File: config.mk
export PLATFORM = sky130hd
export DESIGN_NAME = muon_veto_window_merger_top_flat
export DESIGN_NICKNAME = d
export VERILOG_FILES = /design/src/hw/rtl/mvwm_pkg.sv /design/src/hw/rtl/mvwm_if.sv /design/src/hw/rtl/muon_veto_window_merger_top.sv /design/src/hw/rtl/mvwm_cmp.sv /design/src/hw/rtl/mvwm_ctrl.sv /design/src/flat_wrapper.sv
export SDC_FILE = /design/constraint.sdc
export NUM_CORES = 1
export LEC_CHECK = 0
export BUFFER_PORTS_ARGS = -buffer_cell sky130_fd_sc_hd__buf_2
export CORE_UTILIZATION = 45
export DETAILED_ROUTE_END_ITERATION = 6
export SETUP_SLACK_MARGIN = 0.3
export SLEW_MARGIN = 20
export SYNTH_ARGS = -nofsm -noshare
export SYNTH_HDL_FRONTEND = slang
export SYNTH_SLANG_ARGS = --single-unit
File: constraint.sdc
create_clock -name clock -period 5.9 [get_ports clock]
set_input_delay 0 -clock clock [delete_from_list [all_inputs] [get_ports clock]]
set_output_delay 0 -clock clock [all_outputs]
set_load 0.02 [all_outputs]
File: src/hw/rtl/mvwm_pkg.sv
// ----------------------------------------------------------------------------
// mvwm_pkg: shared definitions for the muon veto window merger
// Field widths, register codes, hit kinds, fill actions and the compare
// request that the sequencer hands to the shared time compare unit.
// ----------------------------------------------------------------------------
package mvwm_pkg;

   // field widths
   localparam int TS_W      = 63;
   localparam int VAL_W     = 20;
   localparam int KIND_W    = 2;
   localparam int DET_SEL_W = 2;
   localparam int CSR_IDX_W = 2;

   localparam int NUM_DETECTORS_DEF = 4;

   // register reset values
   localparam logic [VAL_W-1:0] MERGE_WIN_RESET  = 20'd5000;
   localparam logic [VAL_W-1:0] RETRIG_WIN_RESET = 20'd15000;

   // register indexes
   localparam logic [CSR_IDX_W-1:0] CSR_MERGE_WIN  = 2'd0;
   localparam logic [CSR_IDX_W-1:0] CSR_RETRIG_WIN = 2'd1;

   // hit kinds
   localparam logic [KIND_W-1:0] KIND_POOL = 2'd1;
   localparam logic [KIND_W-1:0] KIND_DET  = 2'd2;

   // compare modes of the shared unit
   typedef enum logic {
      CMP_INSIDE_MERGE,
      CMP_PAST_DEAD
   } cmp_mode_type;

   typedef struct packed {
      logic [TS_W-1:0] now;
      logic [TS_W-1:0] stored;
      logic            seen;
      cmp_mode_type    mode;
   } cmp_req_type;

   // per-detector fill action decided in the scan pass
   typedef enum logic [2:0] {
      ACT_NONE      = 3'd0,
      ACT_POOL_ADD  = 3'd1,
      ACT_POOL_REPL = 3'd2,
      ACT_DET_ADD   = 3'd3,
      ACT_DET_REPL  = 3'd4
   } act_type;

   // sequencer states
   typedef enum logic [4:0] {
      S_IDLE  = 5'b00001,
      S_DDEAD = 5'b00010,
      S_PMRG  = 5'b00100,
      S_PDEAD = 5'b01000,
      S_EMIT  = 5'b10000
   } state_type;

endpackage

File: src/hw/rtl/mvwm_if.sv
// ----------------------------------------------------------------------------
// mvwm_if: channel interfaces of the muon veto window merger
// Hit channel, fill record channel and register write channel, each with
// valid/ready and a source and a sink modport.
// ----------------------------------------------------------------------------
interface mvwm_req_if;
   logic                          valid;
   logic                          ready;
   logic [mvwm_pkg::TS_W-1:0]     timestamp_ns;
   logic [mvwm_pkg::KIND_W-1:0]   hit_kind;
   logic [mvwm_pkg::DET_SEL_W-1:0] detector_index;
   logic [mvwm_pkg::VAL_W-1:0]    strength;

   modport source (output valid, timestamp_ns, hit_kind, detector_index, strength,
                   input ready);
   modport sink   (input valid, timestamp_ns, hit_kind, detector_index, strength,
                   output ready);
endinterface

interface mvwm_rsp_if;
   logic                           valid;
   logic                           ready;
   logic                           to_detector_histogram;
   logic [mvwm_pkg::DET_SEL_W-1:0] fill_detector;
   logic [mvwm_pkg::VAL_W-1:0]     fill_value;
   logic                           fill_remove;
   logic                           last_fill;

   modport source (output valid, to_detector_histogram, fill_detector, fill_value,
                   fill_remove, last_fill, input ready);
   modport sink   (input valid, to_detector_histogram, fill_detector, fill_value,
                   fill_remove, last_fill, output ready);
endinterface

interface mvwm_csr_if;
   logic                           valid;
   logic                           ready;
   logic [mvwm_pkg::CSR_IDX_W-1:0] addr;
   logic [mvwm_pkg::VAL_W-1:0]     wdata;

   modport source (output valid, addr, wdata, input ready);
   modport sink   (input valid, addr, wdata, output ready);
endinterface

File: src/hw/rtl/muon_veto_window_merger_top.sv
// ----------------------------------------------------------------------------
// muon_veto_window_merger_top: muon veto window merger
// Turns time-stamped pool and detector hits into histogram fill words with
// add/remove weights, merging pool hits and applying retrigger deadtime.
//
// Usage:
//   req_ch  hit words in (timestamp, kind, detector, strength); valid/ready.
//   rsp_ch  fill words out; last_fill marks the final word of one hit.
//   csr_ch  register writes (0 merge window, 1 retrigger window, 20 bits);
//           always ready, write only while no hit is in flight.
// Sequencing: one hit at a time; req_ch.ready is high only in idle.
//   A pool hit makes one to three compares per detector, one a cycle on the
//   shared compare unit, then the emit pass steps through the detectors up
//   to the last with a fill (all of them when none has one), a remove word
//   before the add word where one is due; at most 2 * NUM_DETECTORS words.
//   A detector hit makes one or two compares and zero to two words.
//   Ignored kinds are dropped on accept; ready stays high.
// Reset: windows return to 5000 ns and 15000 ns, all seen flags clear.
// Stall: a held fill word freezes the emit pass until taken; after the final
//   word of a hit is loaded the next hit is accepted and scanned meanwhile.
// ----------------------------------------------------------------------------
module muon_veto_window_merger_top #(
   parameter int NUM_DETECTORS = mvwm_pkg::NUM_DETECTORS_DEF
) (
   input  logic        clock,
   input  logic        reset,
   mvwm_req_if.sink    req_ch,
   mvwm_rsp_if.source  rsp_ch,
   mvwm_csr_if.sink    csr_ch
);

   logic [mvwm_pkg::VAL_W-1:0] merge_win_ff, merge_win_in;
   logic [mvwm_pkg::VAL_W-1:0] retrig_win_ff, retrig_win_in;
   mvwm_pkg::cmp_req_type      cmp_req;
   logic                       cmp_hit;

   assign csr_ch.ready = 1'b1;

   // decode register writes
   always_comb begin
      merge_win_in  = merge_win_ff;
      retrig_win_in = retrig_win_ff;
      if (csr_ch.valid) begin
         unique case (csr_ch.addr)
            mvwm_pkg::CSR_MERGE_WIN:  merge_win_in  = csr_ch.wdata;
            mvwm_pkg::CSR_RETRIG_WIN: retrig_win_in = csr_ch.wdata;
            default: begin
               merge_win_in  = merge_win_ff;
               retrig_win_in = retrig_win_ff;
            end
         endcase
      end
   end

   always_ff @(posedge clock) begin
      if (reset) begin
         merge_win_ff  <= mvwm_pkg::MERGE_WIN_RESET;
         retrig_win_ff <= mvwm_pkg::RETRIG_WIN_RESET;
      end else begin
         merge_win_ff  <= merge_win_in;
         retrig_win_ff <= retrig_win_in;
      end
   end

   mvwm_cmp u_cmp (
      .cmp_req    (cmp_req),
      .merge_win  (merge_win_ff),
      .retrig_win (retrig_win_ff),
      .cmp_hit    (cmp_hit)
   );

   mvwm_ctrl #(
      .NUM_DETECTORS (NUM_DETECTORS)
   ) u_ctrl (
      .clock   (clock),
      .reset   (reset),
      .req_ch  (req_ch),
      .rsp_ch  (rsp_ch),
      .cmp_req (cmp_req),
      .cmp_hit (cmp_hit)
   );

endmodule

File: src/hw/rtl/mvwm_cmp.sv
// ----------------------------------------------------------------------------
// mvwm_cmp: shared time window compare unit
// One 63-bit subtract and a compare against the selected window; answers
// either "inside merge window" or "past retrigger deadtime".
// ----------------------------------------------------------------------------
module mvwm_cmp (
   input  mvwm_pkg::cmp_req_type          cmp_req,
   input  logic [mvwm_pkg::VAL_W-1:0]     merge_win,
   input  logic [mvwm_pkg::VAL_W-1:0]     retrig_win,
   output logic                           cmp_hit
);

   logic [mvwm_pkg::TS_W:0]    diff;
   logic                       backwards;
   logic                       high_zero;
   logic                       below_merge;
   logic                       above_retrig;

   // time since the stored hit; the borrow flags time going backwards
   assign diff      = {1'b0, cmp_req.now} - {1'b0, cmp_req.stored};
   assign backwards = diff[mvwm_pkg::TS_W];
   assign high_zero = (diff[mvwm_pkg::TS_W-1:mvwm_pkg::VAL_W] == '0);

   assign below_merge  = high_zero && (diff[mvwm_pkg::VAL_W-1:0] < merge_win);
   assign above_retrig = !high_zero || (diff[mvwm_pkg::VAL_W-1:0] > retrig_win);

   // select the rule
   always_comb begin
      case (cmp_req.mode)
         mvwm_pkg::CMP_INSIDE_MERGE: cmp_hit = cmp_req.seen && (backwards || below_merge);
         mvwm_pkg::CMP_PAST_DEAD:    cmp_hit = !cmp_req.seen || (!backwards && above_retrig);
         default:                    cmp_hit = 1'b0;
      endcase
   end

endmodule

File: src/hw/rtl/mvwm_ctrl.sv
// ----------------------------------------------------------------------------
// mvwm_ctrl: sequencer, per-detector state and fill record output
// Scans the detectors one compare a cycle, stores a fill action per detector,
// then emits the fill words in order and updates the stored hits.
// ----------------------------------------------------------------------------
module mvwm_ctrl #(
   parameter int NUM_DETECTORS = mvwm_pkg::NUM_DETECTORS_DEF
) (
   input  logic                       clock,
   input  logic                       reset,
   mvwm_req_if.sink                   req_ch,
   mvwm_rsp_if.source                 rsp_ch,
   output mvwm_pkg::cmp_req_type      cmp_req,
   input  logic                       cmp_hit
);

   localparam int IDX_W = (NUM_DETECTORS > 1) ? $clog2(NUM_DETECTORS) : 1;
   localparam logic [IDX_W-1:0] LAST_IDX = IDX_W'(NUM_DETECTORS - 1);

   mvwm_pkg::state_type              state_ff, state_in;
   logic [IDX_W-1:0]                 idx_ff, idx_in;
   logic                             sub_ff, sub_in;
   mvwm_pkg::act_type                act_ff [NUM_DETECTORS];
   mvwm_pkg::act_type                act_in [NUM_DETECTORS];
   logic [mvwm_pkg::TS_W-1:0]        time_ff, time_in;
   logic [mvwm_pkg::KIND_W-1:0]      kind_ff, kind_in;
   logic [mvwm_pkg::VAL_W-1:0]       str_ff, str_in;

   logic [mvwm_pkg::TS_W-1:0]        det_time_ff  [NUM_DETECTORS];
   logic                             det_seen_ff  [NUM_DETECTORS];
   logic [mvwm_pkg::TS_W-1:0]        pool_time_ff [NUM_DETECTORS];
   logic                             pool_seen_ff [NUM_DETECTORS];
   logic [mvwm_pkg::VAL_W-1:0]       pool_str_ff  [NUM_DETECTORS];

   logic                             rsp_valid_ff, rsp_valid_in;
   logic                             rsp_to_det_ff, rsp_to_det_in;
   logic [mvwm_pkg::DET_SEL_W-1:0]   rsp_det_ff, rsp_det_in;
   logic [mvwm_pkg::VAL_W-1:0]       rsp_value_ff, rsp_value_in;
   logic                             rsp_remove_ff, rsp_remove_in;
   logic                             rsp_last_ff, rsp_last_in;

   logic                             req_acc;
   logic                             out_free;
   logic                             rsp_load;
   logic                             later_any;
   logic                             act_any;
   logic                             is_last_idx;
   logic [IDX_W-1:0]                 idx_next;
   logic                             pool_upd, pool_set_seen, det_upd;
   mvwm_pkg::act_type                cur_act;

   assign req_ch.ready = (state_ff == mvwm_pkg::S_IDLE);
   assign req_acc      = req_ch.valid && req_ch.ready;
   assign out_free     = !rsp_valid_ff || rsp_ch.ready;
   assign is_last_idx  = (idx_ff == LAST_IDX);
   assign idx_next     = IDX_W'(idx_ff + 1'b1);
   assign cur_act      = act_ff[idx_ff];

   // look ahead for actions on later detectors
   always_comb begin
      later_any = 1'b0;
      act_any   = 1'b0;
      for (int j = 0; j < NUM_DETECTORS; j++) begin
         if (act_ff[j] != mvwm_pkg::ACT_NONE) begin
            act_any = 1'b1;
            if (j > int'(idx_ff)) begin
               later_any = 1'b1;
            end
         end
      end
   end

   // route the stored hit of the current detector to the compare unit
   always_comb begin
      cmp_req.now = time_ff;
      if (state_ff == mvwm_pkg::S_DDEAD) begin
         cmp_req.stored = det_time_ff[idx_ff];
         cmp_req.seen   = det_seen_ff[idx_ff];
         cmp_req.mode   = mvwm_pkg::CMP_PAST_DEAD;
      end else if (state_ff == mvwm_pkg::S_PMRG) begin
         cmp_req.stored = pool_time_ff[idx_ff];
         cmp_req.seen   = pool_seen_ff[idx_ff];
         cmp_req.mode   = mvwm_pkg::CMP_INSIDE_MERGE;
      end else begin
         cmp_req.stored = pool_time_ff[idx_ff];
         cmp_req.seen   = pool_seen_ff[idx_ff];
         cmp_req.mode   = mvwm_pkg::CMP_PAST_DEAD;
      end
   end

   // sequencer: scan pass, then emit pass
   always_comb begin
      state_in      = state_ff;
      idx_in        = idx_ff;
      sub_in        = sub_ff;
      act_in        = act_ff;
      time_in       = time_ff;
      kind_in       = kind_ff;
      str_in        = str_ff;
      rsp_load      = 1'b0;
      rsp_to_det_in = rsp_to_det_ff;
      rsp_det_in    = rsp_det_ff;
      rsp_value_in  = rsp_value_ff;
      rsp_remove_in = rsp_remove_ff;
      rsp_last_in   = rsp_last_ff;
      pool_upd      = 1'b0;
      pool_set_seen = 1'b0;
      det_upd       = 1'b0;

      unique case (state_ff)
         mvwm_pkg::S_IDLE: begin
            if (req_acc) begin
               time_in = req_ch.timestamp_ns;
               kind_in = req_ch.hit_kind;
               str_in  = req_ch.strength;
               sub_in  = 1'b0;
               for (int j = 0; j < NUM_DETECTORS; j++) begin
                  act_in[j] = mvwm_pkg::ACT_NONE;
               end
               if (req_ch.hit_kind == mvwm_pkg::KIND_POOL) begin
                  idx_in   = '0;
                  state_in = mvwm_pkg::S_DDEAD;
               end else if (req_ch.hit_kind == mvwm_pkg::KIND_DET &&
                            32'(req_ch.detector_index) < NUM_DETECTORS) begin
                  idx_in   = IDX_W'(req_ch.detector_index);
                  state_in = mvwm_pkg::S_DDEAD;
               end
            end
         end

         mvwm_pkg::S_DDEAD: begin
            if (cmp_hit) begin
               state_in = mvwm_pkg::S_PMRG;
            end else if (kind_ff == mvwm_pkg::KIND_DET) begin
               state_in = mvwm_pkg::S_IDLE;
            end else if (is_last_idx) begin
               idx_in   = '0;
               state_in = mvwm_pkg::S_EMIT;
            end else begin
               idx_in = idx_next;
            end
         end

         mvwm_pkg::S_PMRG: begin
            if (kind_ff == mvwm_pkg::KIND_DET) begin
               act_in[idx_ff] = cmp_hit ? mvwm_pkg::ACT_DET_REPL : mvwm_pkg::ACT_DET_ADD;
               state_in       = mvwm_pkg::S_EMIT;
            end else if (cmp_hit) begin
               act_in[idx_ff] = (str_ff > pool_str_ff[idx_ff]) ?
                                mvwm_pkg::ACT_POOL_REPL : mvwm_pkg::ACT_NONE;
               if (is_last_idx) begin
                  idx_in   = '0;
                  state_in = mvwm_pkg::S_EMIT;
               end else begin
                  idx_in   = idx_next;
                  state_in = mvwm_pkg::S_DDEAD;
               end
            end else begin
               state_in = mvwm_pkg::S_PDEAD;
            end
         end

         mvwm_pkg::S_PDEAD: begin
            act_in[idx_ff] = cmp_hit ? mvwm_pkg::ACT_POOL_ADD : mvwm_pkg::ACT_NONE;
            if (is_last_idx) begin
               idx_in   = '0;
               state_in = mvwm_pkg::S_EMIT;
            end else begin
               idx_in   = idx_next;
               state_in = mvwm_pkg::S_DDEAD;
            end
         end

         mvwm_pkg::S_EMIT: begin
            if (cur_act == mvwm_pkg::ACT_NONE) begin
               // skip detectors with nothing to fill
               if (is_last_idx) begin
                  state_in = mvwm_pkg::S_IDLE;
               end else begin
                  idx_in = idx_next;
               end
            end else if (out_free) begin
               rsp_load   = 1'b1;
               rsp_det_in = mvwm_pkg::DET_SEL_W'(idx_ff);
               if ((cur_act == mvwm_pkg::ACT_POOL_REPL || cur_act == mvwm_pkg::ACT_DET_REPL)
                   && !sub_ff) begin
                  // remove the stored pool entry first
                  rsp_to_det_in = 1'b0;
                  rsp_value_in  = pool_str_ff[idx_ff];
                  rsp_remove_in = 1'b1;
                  rsp_last_in   = 1'b0;
                  sub_in        = 1'b1;
               end else begin
                  rsp_to_det_in = (cur_act == mvwm_pkg::ACT_DET_ADD ||
                                   cur_act == mvwm_pkg::ACT_DET_REPL);
                  rsp_value_in  = str_ff;
                  rsp_remove_in = 1'b0;
                  rsp_last_in   = !later_any;
                  sub_in        = 1'b0;
                  pool_upd      = (cur_act == mvwm_pkg::ACT_POOL_ADD ||
                                   cur_act == mvwm_pkg::ACT_POOL_REPL);
                  pool_set_seen = (cur_act == mvwm_pkg::ACT_POOL_ADD);
                  det_upd       = rsp_to_det_in;
                  if (is_last_idx || !later_any) begin
                     state_in = mvwm_pkg::S_IDLE;
                  end else begin
                     idx_in = idx_next;
                  end
               end
            end
         end

         default: begin
            state_in = mvwm_pkg::S_IDLE;
         end
      endcase
   end

   // output word valid: load, or drop once taken
   always_comb begin
      if (rsp_load) begin
         rsp_valid_in = 1'b1;
      end else if (rsp_ch.ready) begin
         rsp_valid_in = 1'b0;
      end else begin
         rsp_valid_in = rsp_valid_ff;
      end
   end

   // control registers
   always_ff @(posedge clock) begin
      if (reset) begin
         state_ff     <= mvwm_pkg::S_IDLE;
         idx_ff       <= '0;
         sub_ff       <= 1'b0;
         rsp_valid_ff <= 1'b0;
         for (int j = 0; j < NUM_DETECTORS; j++) begin
            act_ff[j]       <= mvwm_pkg::ACT_NONE;
            det_seen_ff[j]  <= 1'b0;
            pool_seen_ff[j] <= 1'b0;
         end
      end else begin
         state_ff     <= state_in;
         idx_ff       <= idx_in;
         sub_ff       <= sub_in;
         rsp_valid_ff <= rsp_valid_in;
         act_ff       <= act_in;
         if (det_upd) begin
            det_seen_ff[idx_ff] <= 1'b1;
         end
         if (pool_set_seen) begin
            pool_seen_ff[idx_ff] <= 1'b1;
         end
      end
   end

   // payload registers and stored hit times
   always_ff @(posedge clock) begin
      time_ff       <= time_in;
      kind_ff       <= kind_in;
      str_ff        <= str_in;
      rsp_to_det_ff <= rsp_to_det_in;
      rsp_det_ff    <= rsp_det_in;
      rsp_value_ff  <= rsp_value_in;
      rsp_remove_ff <= rsp_remove_in;
      rsp_last_ff   <= rsp_last_in;
      if (det_upd) begin
         det_time_ff[idx_ff] <= time_ff;
      end
      if (pool_upd) begin
         pool_time_ff[idx_ff] <= time_ff;
         pool_str_ff[idx_ff]  <= str_ff;
      end
   end

   assign rsp_ch.valid                 = rsp_valid_ff;
   assign rsp_ch.to_detector_histogram = rsp_to_det_ff;
   assign rsp_ch.fill_detector         = rsp_det_ff;
   assign rsp_ch.fill_value            = rsp_value_ff;
   assign rsp_ch.fill_remove           = rsp_remove_ff;
   assign rsp_ch.last_fill             = rsp_last_ff;

   // the final word of an item returns the sequencer to idle
   a_last_ends: assert property (@(posedge clock) disable iff (reset)
      (rsp_load && rsp_last_in) |=> (state_ff == mvwm_pkg::S_IDLE))
      else $error("last fill word did not end the item");

   // detector index stays in range
   a_idx_range: assert property (@(posedge clock) disable iff (reset)
      int'(idx_ff) < NUM_DETECTORS)
      else $error("detector index out of range");

   // a new hit starts with no pending actions
   a_act_clear: assert property (@(posedge clock) disable iff (reset)
      req_acc |=> !act_any)
      else $error("stale fill action after accepting a hit");

   // no word is loaded over one that is still stalled
   a_no_overrun: assert property (@(posedge clock) disable iff (reset)
      (rsp_valid_ff && !rsp_ch.ready) |-> !rsp_load)
      else $error("fill word overwritten while stalled");

endmodule
File: src/flat_wrapper.sv
// flat-port wrapper written by rule: the top's interface ports become plain ports
module muon_veto_window_merger_top_flat 
#(
   parameter int NUM_DETECTORS = mvwm_pkg::NUM_DETECTORS_DEF
)
  (clock, reset, req_ch_valid, req_ch_timestamp_ns, req_ch_hit_kind, req_ch_detector_index, req_ch_strength, req_ch_ready, rsp_ch_valid, rsp_ch_to_detector_histogram, rsp_ch_fill_detector, rsp_ch_fill_value, rsp_ch_fill_remove, rsp_ch_last_fill, rsp_ch_ready, csr_ch_valid, csr_ch_addr, csr_ch_wdata, csr_ch_ready);
  mvwm_req_if req_ch_i ();
  mvwm_rsp_if rsp_ch_i ();
  mvwm_csr_if csr_ch_i ();
  input  logic clock;
  input  logic reset;
  input wire logic [$bits(req_ch_i.valid)-1:0] req_ch_valid;
  input wire logic [$bits(req_ch_i.timestamp_ns)-1:0] req_ch_timestamp_ns;
  input wire logic [$bits(req_ch_i.hit_kind)-1:0] req_ch_hit_kind;
  input wire logic [$bits(req_ch_i.detector_index)-1:0] req_ch_detector_index;
  input wire logic [$bits(req_ch_i.strength)-1:0] req_ch_strength;
  output wire logic [$bits(req_ch_i.ready)-1:0] req_ch_ready;
  output wire logic [$bits(rsp_ch_i.valid)-1:0] rsp_ch_valid;
  output wire logic [$bits(rsp_ch_i.to_detector_histogram)-1:0] rsp_ch_to_detector_histogram;
  output wire logic [$bits(rsp_ch_i.fill_detector)-1:0] rsp_ch_fill_detector;
  output wire logic [$bits(rsp_ch_i.fill_value)-1:0] rsp_ch_fill_value;
  output wire logic [$bits(rsp_ch_i.fill_remove)-1:0] rsp_ch_fill_remove;
  output wire logic [$bits(rsp_ch_i.last_fill)-1:0] rsp_ch_last_fill;
  input wire logic [$bits(rsp_ch_i.ready)-1:0] rsp_ch_ready;
  input wire logic [$bits(csr_ch_i.valid)-1:0] csr_ch_valid;
  input wire logic [$bits(csr_ch_i.addr)-1:0] csr_ch_addr;
  input wire logic [$bits(csr_ch_i.wdata)-1:0] csr_ch_wdata;
  output wire logic [$bits(csr_ch_i.ready)-1:0] csr_ch_ready;
  assign req_ch_i.valid = req_ch_valid;
  assign req_ch_i.timestamp_ns = req_ch_timestamp_ns;
  assign req_ch_i.hit_kind = req_ch_hit_kind;
  assign req_ch_i.detector_index = req_ch_detector_index;
  assign req_ch_i.strength = req_ch_strength;
  assign req_ch_ready = req_ch_i.ready;
  assign rsp_ch_valid = rsp_ch_i.valid;
  assign rsp_ch_to_detector_histogram = rsp_ch_i.to_detector_histogram;
  assign rsp_ch_fill_detector = rsp_ch_i.fill_detector;
  assign rsp_ch_fill_value = rsp_ch_i.fill_value;
  assign rsp_ch_fill_remove = rsp_ch_i.fill_remove;
  assign rsp_ch_last_fill = rsp_ch_i.last_fill;
  assign rsp_ch_i.ready = rsp_ch_ready;
  assign csr_ch_i.valid = csr_ch_valid;
  assign csr_ch_i.addr = csr_ch_addr;
  assign csr_ch_i.wdata = csr_ch_wdata;
  assign csr_ch_ready = csr_ch_i.ready;
  muon_veto_window_merger_top #(.NUM_DETECTORS(NUM_DETECTORS)) u_core (.clock(clock), .reset(reset), .req_ch(req_ch_i), .rsp_ch(rsp_ch_i), .csr_ch(csr_ch_i));
endmodule
==> key figures, run 1 <==
Floorplanning
  • Core box area: 76300 sq um
  • Die Area: 78700 sq um
  • # IOs: 142
  • Die Ht: 281 microns
  • Std-Cell Rows: 101
  • Initial core utilization: 45.8%
  • Die width: 281 microns

Route
  • Via-to-Cell Ratio: 5.65
  • Total wire length: 89400 microns
  • DR vias: 22.1k
  • Per-cell routed wire length: 22.8 microns
  • Router iterations before antenna repair: 5
  • Starting DRT DRC Count: 1891
  • DRC viols: 0
  • Detail Route Antenna Nets: 0

Place
  • Final HPWL DP: 59400 microns
  • Count of input and output buffers: 140
  • Place WS: -0.289 ns
  • GP Congestion: 0.956

Yosys
  • Mapped cell area: 34900 sq um
  • Syn avg cell area: 14.9 sq um
  • Flops & latches, synth: 765
  • FFs w/ async S/R, synth: 0%
  • Post-Synthesis Cells: 2342
  • Dominant cells by area after synthesis: edfxtp_1, mux4_2, ha_1
  • Synth Warn #: 0
  • Ys flop type: edfxtp_1
  • Seq/Total Area, Yosys: 64.0%
  • Area fraction of the dominant cell type after synthesis: 60.4%
  • Syn nets: 2584
  • Commonest cells in the netlist: edfxtp_1, nand2_1, mux4_2, a21oi_1, ha_1
  • Most frequent cell after synthesis: edfxtp_1
  • Distinct cells, synth: 96
  • Yosys top cell by area: edfxtp_1
  • Post-synth EDFFs: 702

STA
  • Tcrit/Tclk final: 93.7%
  • Final setup vio count: 0
  • Max-slew headroom: 24.9%
  • Final Hold Viols: 0
  • RSZ-0062 raised after global routing: yes
  • Max Slew Vio Count: 0
  • Post-layout min period: 5.53 ns
  • Worst Max-Slew Pin Slew: 1.13 ns
  • Max Freq: 181 MHz
  • Skew final: 0.0208 ns
  • Min Hold Slack: 0.0427 ns
  • Final Worst Setup Slack: 0.375 ns

Setup path
  • Startpoint types: flop
  • Setup slack, reg-to-reg: 0.37 ns
  • WP data arrival: 6.10 ns
  • Worst path max stage delay: 0.44 ns
  • Crit end category: flop
  • CP cell instances: nor2_1 -> nand2_1 -> or3_4 -> buf_12 -> buf_4 -> mux2i_1 -> ha_1 -> buf_4 -> nand4_1 -> a211oi_1 -> o21a_4 -> o21ai_2 -> a211oi_2 -> a211oi_1 -> buf_4 -> a2111oi_4 -> nand4_2 -> nor4b_4 -> buf_4 -> a21oi_4 -> or4_4 -> a211oi_4 -> a22o_1
  • Reg2reg end: u_core.u_ctrl.act_ff[10]
  • Kind of critical path: flop to flop
  • Reg2reg start: u_core.u_ctrl.state_ff[2]
  • CP Launch Point: u_core.u_ctrl.state_ff[2]
  • Crit path max-delay cell type: or4_4
  • Crit-path max FO: 8
  • Reg2Reg Depth: 23
  • Worst path most repeated cell: buf_4
  • CP Data Required Time: 6.47 ns

Clock tree
  • CTS Buf Count: 83
  • Htree depth: 3
  • Clock tree buffer depth: 3
  • Register clock-pin slew on the reported worst setup and hold paths: 0.06 ns
  • Clock Latency Late Sink: 0.64 ns
  • CTS tree: yes
  • Clock sink count: 765
  • Root Buffer: clkbuf_16

Pwr
  • P_int: 13200 uW
  • Logic pwr share: 42.0%
  • Switching Fraction: 35.9%
  • Switching power: 7410 uW
  • Leakage: 0.0155 uW
  • Pwr Density: 479 nW/um^2
  • VDD IR max: 278 uV
  • Seq pwr share: 33.5%
  • Clock Power Share: 24.5%

Min path
  • Worst Hold Path EP: u_core.merge_win_ff[9]
  • WHS Path Cells: 4
  • Min-delay worst type: input port to flop
  • Worst Hold Launch: csr_ch_valid

GRT
  • Antenna violations before repair: 1
  • Grt total ovfl: 0
  • Pin count of the biggest net entering global routing: 71
  • First-pass GRT wire length: 134000 microns
  • Vias in the first global route: 22.2k
  • GRT Util Overall: 22.6%

Finish
  • Nets@finish: 3060
  • Diodes inserted: 0
  • Synthesis-to-finish area growth: 23.3%
  • Layout cells sized above 1: 28.5%

Job
  • Maxcap violations: 0

Status
  • Status: complete, no violations
## layout by cell type (no fill, tap or decap), drive strengths merged, types with 26 or more instances in the layout
master,count
o21ai,106
mux2i,73
a211oi,26
nor2,119
inv,88
nand2,196
dlygate4sd3,112
dfxtp,63
nand4,46
edfxtp,702
nor3,33
clkbuf,100
ha,127
a21o,41
a21oi,152
mux4,151
buf,378
clkinv,38
## worst max path at each step
| stage | slack (ns) | endpoint | cells after the start |
|---|---|---|---|
| floorplan | 0.30 | u_core.u_ctrl.act_ff[10] | 24 |
| global placement | -0.25 | u_core.u_ctrl.act_ff[7] | 21 |
| detailed placement | -0.29 | u_core.u_ctrl.act_ff[4] | 21 |
| CTS | 0.30 | u_core.u_ctrl.act_ff[10] | 19 |
| global route | 0.13 | u_core.u_ctrl.act_ff[7] | 23 |
| finish | 0.37 | u_core.u_ctrl.act_ff[10] | 23 |
## per-layer routing
metal | GRT usage (%) | up-vias | share of wire, %
met5 | 0 | - | 0
met4 | 6.24 | 0 | 2.0
met3 | 2.56 | 112 | 4.4
met2 | 35.5 | 542 | 47
met1 | 33.2 | 11286 | 47
li1 | - | 10189 | -
## worst max-delay path, delay by kind of cell (launching register included)
| family | cells | cell delay [ns] |
|---|---|---|
| compound gates | 9 | 1.93 |
| simple gates | 7 | 1.84 |
| buf+inv | 5 | 0.83 |
| fa+ha+maj | 1 | 0.37 |
| flops | 1 | 0.34 |
| mux | 1 | 0.12 |
## power by group through the flow
stage / combinational (uW) / sequential [uW] / clock (uW)
6_report: 8660 / 6910 / 5050
5_1_grt: 9390 / 6950 / 5330
4_1_cts: 8200 / 6900 / 5140
3_5_place_dp: 7720 / 7030 / 0
3_3_place_gp: 7690 / 7000 / 0
2_1_floorplan: 4950 / 6820 / 0
## cell families (layout without fill, tap and decap cells)
family	after synthesis	in the layout	share of synthesized area, %
compound gates	478	478	9.24
fa+ha+maj	128	128	4.61
simple gates	528	528	7.34
flops	765	765	64.0
buf+inv	184	726	2.15
other cells	1	1	0.0107
xor+xnor	32	32	0.802
mux	226	226	11.9
## what timing repair did
action | 4_1_cts | 5_1_grt
endpoints found under the setup margin | 21 | 19
hold endpoints to repair | 130 | 0
cloned | 1 | 3
hold buffers | 112 | 0
pin swaps | 35 | 58
resized for setup | 63 | 77
buffers inserted | 26 | 34
## metrics by stage
stage	setup TNS (ns)	instances	area (sq um)	utilization, %	total power, uW
after detailed placement	-2.84	3586	38100	49.9	14800
after CTS	0	3876	42400	55.5	20300
after global placement	-2.44	3586	38100	49.9	14700
final	0	3914	43100	56.4	20600
after global routing	0	3914	43100	56.4	21700
after floorplan	0	2342	34900	-	11800
## registers in the layout, indices dropped and copies added (netlist names), 2 cells and up, named ones only
| register | count |
|---|---|
| u_core.u_ctrl.det_time_ff | 252 |
| u_core.retrig_win_ff | 20 |
| u_core.u_ctrl.kind_ff | 2 |
| u_core.u_ctrl.rsp_ch.fill_detector | 2 |
| u_core.u_ctrl.pool_time_ff | 252 |
| u_core.u_ctrl.rsp_ch.fill_value | 20 |
| u_core.u_ctrl.time_ff | 63 |
| u_core.u_ctrl.str_ff | 20 |
| u_core.u_ctrl.state_ff | 5 |
| u_core.u_ctrl.act_ff | 12 |
| u_core.u_ctrl.idx_ff | 2 |
| u_core.u_ctrl.det_seen_ff | 4 |
| u_core.merge_win_ff | 20 |
| u_core.u_ctrl.pool_str_ff | 80 |
| u_core.u_ctrl.pool_seen_ff | 4 |
## cell type report
cell class | count | area, sq um
Fill cell | 6127 | 33300
Sequential cell | 765 | 22400
Multi-Input combinational cell | 1393 | 12400
Timing Repair Buffer | 493 | 4060
Clock buffer | 97 | 2150
Tap cell | 1030 | 1290
Clock inverter | 54 | 500
Inverter | 82 | 308
(Power assumes the default switching activity.)
==> run 2: changes to the inputs <==
--- a/config.mk
+++ b/config.mk
@@ -12,4 +12,5 @@
 export SLEW_MARGIN = 20
 export SYNTH_ARGS = -nofsm -noshare
 export SYNTH_HDL_FRONTEND = slang
+export SYNTH_HIERARCHICAL = 1
 export SYNTH_SLANG_ARGS = --single-unit
==> constraint.sdc (replaced) <==
create_clock -name clock -period 5.64 [get_ports clock]
set_input_delay 0 -clock clock [delete_from_list [all_inputs] [get_ports clock]]
set_output_delay 0 -clock clock [all_outputs]
set_load 0.02 [all_outputs]
==> run 2 against run 1 <==
Net effect: the flow now finishes with violations (setup timing); register-to-register slack worse by 0.72 ns; synthesized cell count down 1.2%; largest cell class unchanged; first-iteration DRC count down 20%; via count up 0.36%; die area up 0.30%; combinational power up 11%; critical endpoint is now u_core/u_ctrl/state_ff[0]; global-route usage about the same; sequential share of layout area down 2.2 points; sequential power up 2%; clock power up 4.0%; setup slack worse by 0.72 ns.
==> key figures, run 2 <==
Status
  • Status: finished, violations left
  • Failing checks: setup timing

Place
  • GP Congestion: 0.921 (-3.7%)
  • Placed cell areas: 39800 sq um (+4.6%)
  • Placed cell count: 3766 (+5.0%)
  • Count of input and output buffers: 140 (unchanged)
  • Final HPWL DP: 58400 microns (-1.7%)

STA
  • Worst Max-Slew Pin Slew: 1.11 ns (-0.0212 ns)
  • Post-layout min period: 5.99 ns (+0.463 ns)
  • Final setup vio count: 19 (+19)
  • RSZ-0062 raised after global routing: yes
  • Max-slew headroom: 26.1% (+1.2 points)
  • Max Freq: 167 MHz (-7.7%)
  • Final Worst Setup Slack: -0.349 ns (-0.723 ns)
  • Final Hold Viols: 0 (unchanged)
  • Tcrit/Tclk final: 106% (+13 points)
  • Max Slew Vio Count: 0 (unchanged)
  • Skew final: 0.0226 ns (+0.00182 ns)

Setup path
  • Crit-path max FO: 8 (unchanged)
  • Setup slack, reg-to-reg: -0.35 ns (-0.72 ns)
  • WP data arrival: 6.50 ns (+0.40 ns)
  • CP cell instances: buf_12 -> buf_16 -> mux4_2 -> mux2_4 -> inv_2 -> ha_4 -> buf_4 -> nor2b_4 -> o311a_4 -> o21ai_4 -> a21bo_2 -> nand3b_1 -> nand3_2 -> a211oi_2 -> or3_1 -> a211o_1 -> or4_4 -> o31ai_2 -> o21ba_4 -> nand2b_4 -> o32a_1 -> and3b_2 -> a221o_1
  • Startpoint types: flop
  • Kind of critical path: flop to flop
  • Crit path max-delay cell type: or4_4
  • WP buf/inv: 4 (-1)
  • Reg2Reg Depth: 23 (unchanged)
  • Reg2reg end: u_core/u_ctrl/state_ff[0]
  • Delay-heaviest family, CP: compound AO/OA/AOI/OAI gates
  • CP Data Required Time: 6.16 ns (-0.31 ns)
  • Worst path max stage delay: 0.53 ns (+0.09 ns)
  • Crit end category: flop

Pwr
  • Pwr Density: 488 nW/um^2 (+2.0%)
  • Switching Fraction: 33.6% (-2.3 points)
  • Switching power: 7380 uW (-0.39%)
  • Clock Power Share: 24.0% (-0.5 points)
  • Seq pwr share: 32.1% (-1.4 points)
  • Logic pwr share: 44.0% (+2.0 points)
  • VDD IR max: 301 uV (+8.2%)
  • P_int: 14600 uW (+10%)
  • Leakage: 0.0163 uW (+5.6%)
  • PnR Total Power: 21900 uW (+6.4%)

Clock tree
  • Register clock-pin slew on the reported worst setup and hold paths: 0.06 ns (about the same)
  • Clock Latency Late Sink: 0.63 ns (about the same)
  • Clock sink count: 765 (unchanged)
  • Htree depth: 3 (unchanged)
  • CTS tree: yes
  • CTS Buf Count: 82 (-1.2%)
  • Clock tree buffer depth: 3 (unchanged)
  • Root Buffer: clkbuf_16

Min path
  • WHS Path Cells: 3 (-1)
  • Worst Hold Path EP: u_core/merge_win_ff[16]
  • Min-delay worst type: input port to flop
  • Worst Hold Launch: csr_ch_valid

Finish
  • Commonest non-fill, non-tap cell in the layout: edfxtp_1
  • Most frequent cells in the layout: edfxtp_1, buf_4, mux4_2, inv_1, buf_2
  • Fin area: 44900 sq um (+4.4%)
  • Synthesis-to-finish area growth: 28.2%
  • Biggest regs: u_core/u_ctrl/det_time_ff x252, u_core/u_ctrl/pool_time_ff x252, u_core/u_ctrl/pool_str_ff x80
  • Layout cells sized above 1: 35.5% (+6.9 points)
  • Nets@finish: 3215 (+5.1%)
  • Post-route insts no fill: 4071 (+4.0%)
  • Final core occ: 58.8% (+2.4 points)
  • Diodes inserted: 0 (unchanged)

Route
  • Starting DRT DRC Count: 1506 (-20%)
  • DR vias: 22.2k (+0.36%)
  • Via-to-Cell Ratio: 5.46 (-3.5%)
  • Per-cell routed wire length: 21.7 microns (-5.1%)
  • Total wire length: 88200 microns (-1.3%)
  • Router iterations before antenna repair: 5 (unchanged)
  • DRC viols: 0 (unchanged)
  • Detail Route Antenna Nets: 0 (unchanged)

Yosys
  • Seq/Total Area, Yosys: 63.8% (-0.19 points)
  • Syn nets: 2555 (-1.1%)
  • Post-Synthesis Cells: 2313 (-1.2%)
  • Post-synth EDFFs: 702 (unchanged)
  • FFs w/ async S/R, synth: 0% (unchanged)
  • Syn avg cell area: 15.1 sq um (+1.6%)
  • Mapped cell area: 35000 sq um (+0.30%)
  • Dominant cells by area after synthesis: edfxtp_1, mux4_2, ha_1
  • Most frequent cell after synthesis: edfxtp_1
  • Synth Warn #: 6 (+6)
  • Distinct cells, synth: 93 (-3.1%)
  • Flops & latches, synth: 765 (unchanged)
  • Ys flop type: edfxtp_1
  • Yosys top cell by area: edfxtp_1
  • Area fraction of the dominant cell type after synthesis: 60.2% (-0.18 points)
  • Commonest cells in the netlist: edfxtp_1, inv_1, mux4_2, ha_1, a21oi_1

Floorplanning
  • Die width: 281 microns (+0.15%)
  • Die Ht: 281 microns (+0.15%)
  • # IOs: 142 (unchanged)
  • Std-Cell Rows: 101 (unchanged)
  • Core box area: 76500 sq um (+0.17%)
  • Initial core utilization: 45.8% (+0.063 points)
  • Die Area: 79000 sq um (+0.30%)

GRT
  • Vias in the first global route: 23.0k (+3.3%)
  • Grt total ovfl: 0 (unchanged)
  • Antenna violations before repair: 1 (unchanged)
  • GRT Util Overall: 22.6% (+0.045 points)
  • First-pass GRT wire length: 135000 microns (+0.95%)
  • Pin count of the biggest net entering global routing: 94 (+32%)

Job
  • Maxcap violations: 0 (unchanged)
run 2: changes by cell type in the layout (fill, tap and decap cells not counted), sizes merged, moves of 13 or more:
cell and change:
a211o -13, a211oi -16, a21oi -27, buf +179
inv +69, mux2 +84, mux2i -25, nand2 -85
nand2b +33, o21ai -21, or2 -14
run 2: layout make-up:
cell class | instances | area, sq um
inverter | 155 | 589
tap | 1030 | 1290
multi-input combinational | 1298 | 12500
clock inverter | 43 | 378
sequential | 765 | 22300
timing repair buffer | 671 | 5560
fill | 5883 | 31500
clock buffer | 109 | 2290
run 2: per-layer routing:
layer | part of all wire, % | track usage [%] | vias up
met2 | 49 | 37.7 | 488
met3 | 4.0 | 2.75 | 110
met5 | 0 | 0 | -
li1 | - | - | 10349
met1 | 45 | 31.4 | 11262
met4 | 2.0 | 5.88 | 0
run 2: kinds of logic after synthesis:
| logic type | Yosys count | share of synthesized area (%) |
|---|---|---|
| mux | 285 | 13.9 |
| simple gates | 455 | 6.66 |
| flops | 765 | 63.8 |
| buf+inv | 250 | 2.97 |
| compound gates | 391 | 7.18 |
| fa+ha+maj | 128 | 4.59 |
| xor+xnor | 38 | 0.950 |
| other cells | 1 | 0.0107 |
run 2: worst max path at each step:
| stage | startpoint | to | slack (ns) | cells past startpoint |
|---|---|---|---|---|
| after floorplan | flop | u_core/u_ctrl/state_ff[0] | 0.06 | 24 |
| after global routing | flop | u_core/u_ctrl/act_ff[1] | -0.52 | 28 |
| after detailed placement | u_core/u_ctrl/state_ff[2] | u_core/u_ctrl/act_ff[6] | -0.64 | 25 |
| after global placement | u_core/u_ctrl/state_ff[2] | u_core/u_ctrl/act_ff[11] | -0.63 | 27 |
| final | flop | u_core/u_ctrl/state_ff[0] | -0.35 | 23 |
| after CTS | flop | u_core/u_ctrl/state_ff[0] | -0.34 | 26 |
run 2: tightest hold or removal path: cells and delay by family:
kind	cells	cell delay, ns
simple gates	1	0.37
buf+inv	1	0.14
mux	1	0.11
run 2: timing repair:
action | 4_1_cts | 5_1_grt
endpoints found under the setup margin | 21 | 21
hold buffers | 110 | 0
gates resized for setup | 80 | 92
endpoints found under the hold margin | 132 | 0
buffers inserted | 27 | 9
cloned | 4 | 3
pin swaps | 28 | 40
run 2: power by group through the flow:
stage          Sequential [uW]  Clock [uW]  Combinational [uW]
2_1_floorplan             6990           0                4990
3_3_place_gp              7130           0                8580
3_5_place_dp              7160           0                8640
4_1_cts                   7040        5370                9230
5_1_grt                   7090        5580               10500
6_report                  7040        5250                9640
run 2: metrics by stage:
stage | TNS [ns] | hold slack [ns] | setup slack [ns]
2_1_floorplan | 0 | 0.0989 | 0.0626
3_3_place_gp | -11.04 | 0.176 | -0.630
3_5_place_dp | -11.33 | 0.178 | -0.643
4_1_cts | -4.93 | 0.0132 | -0.338
5_1_grt | -8.90 | 0.0451 | -0.524
6_report | -5.30 | 0.0480 | -0.349
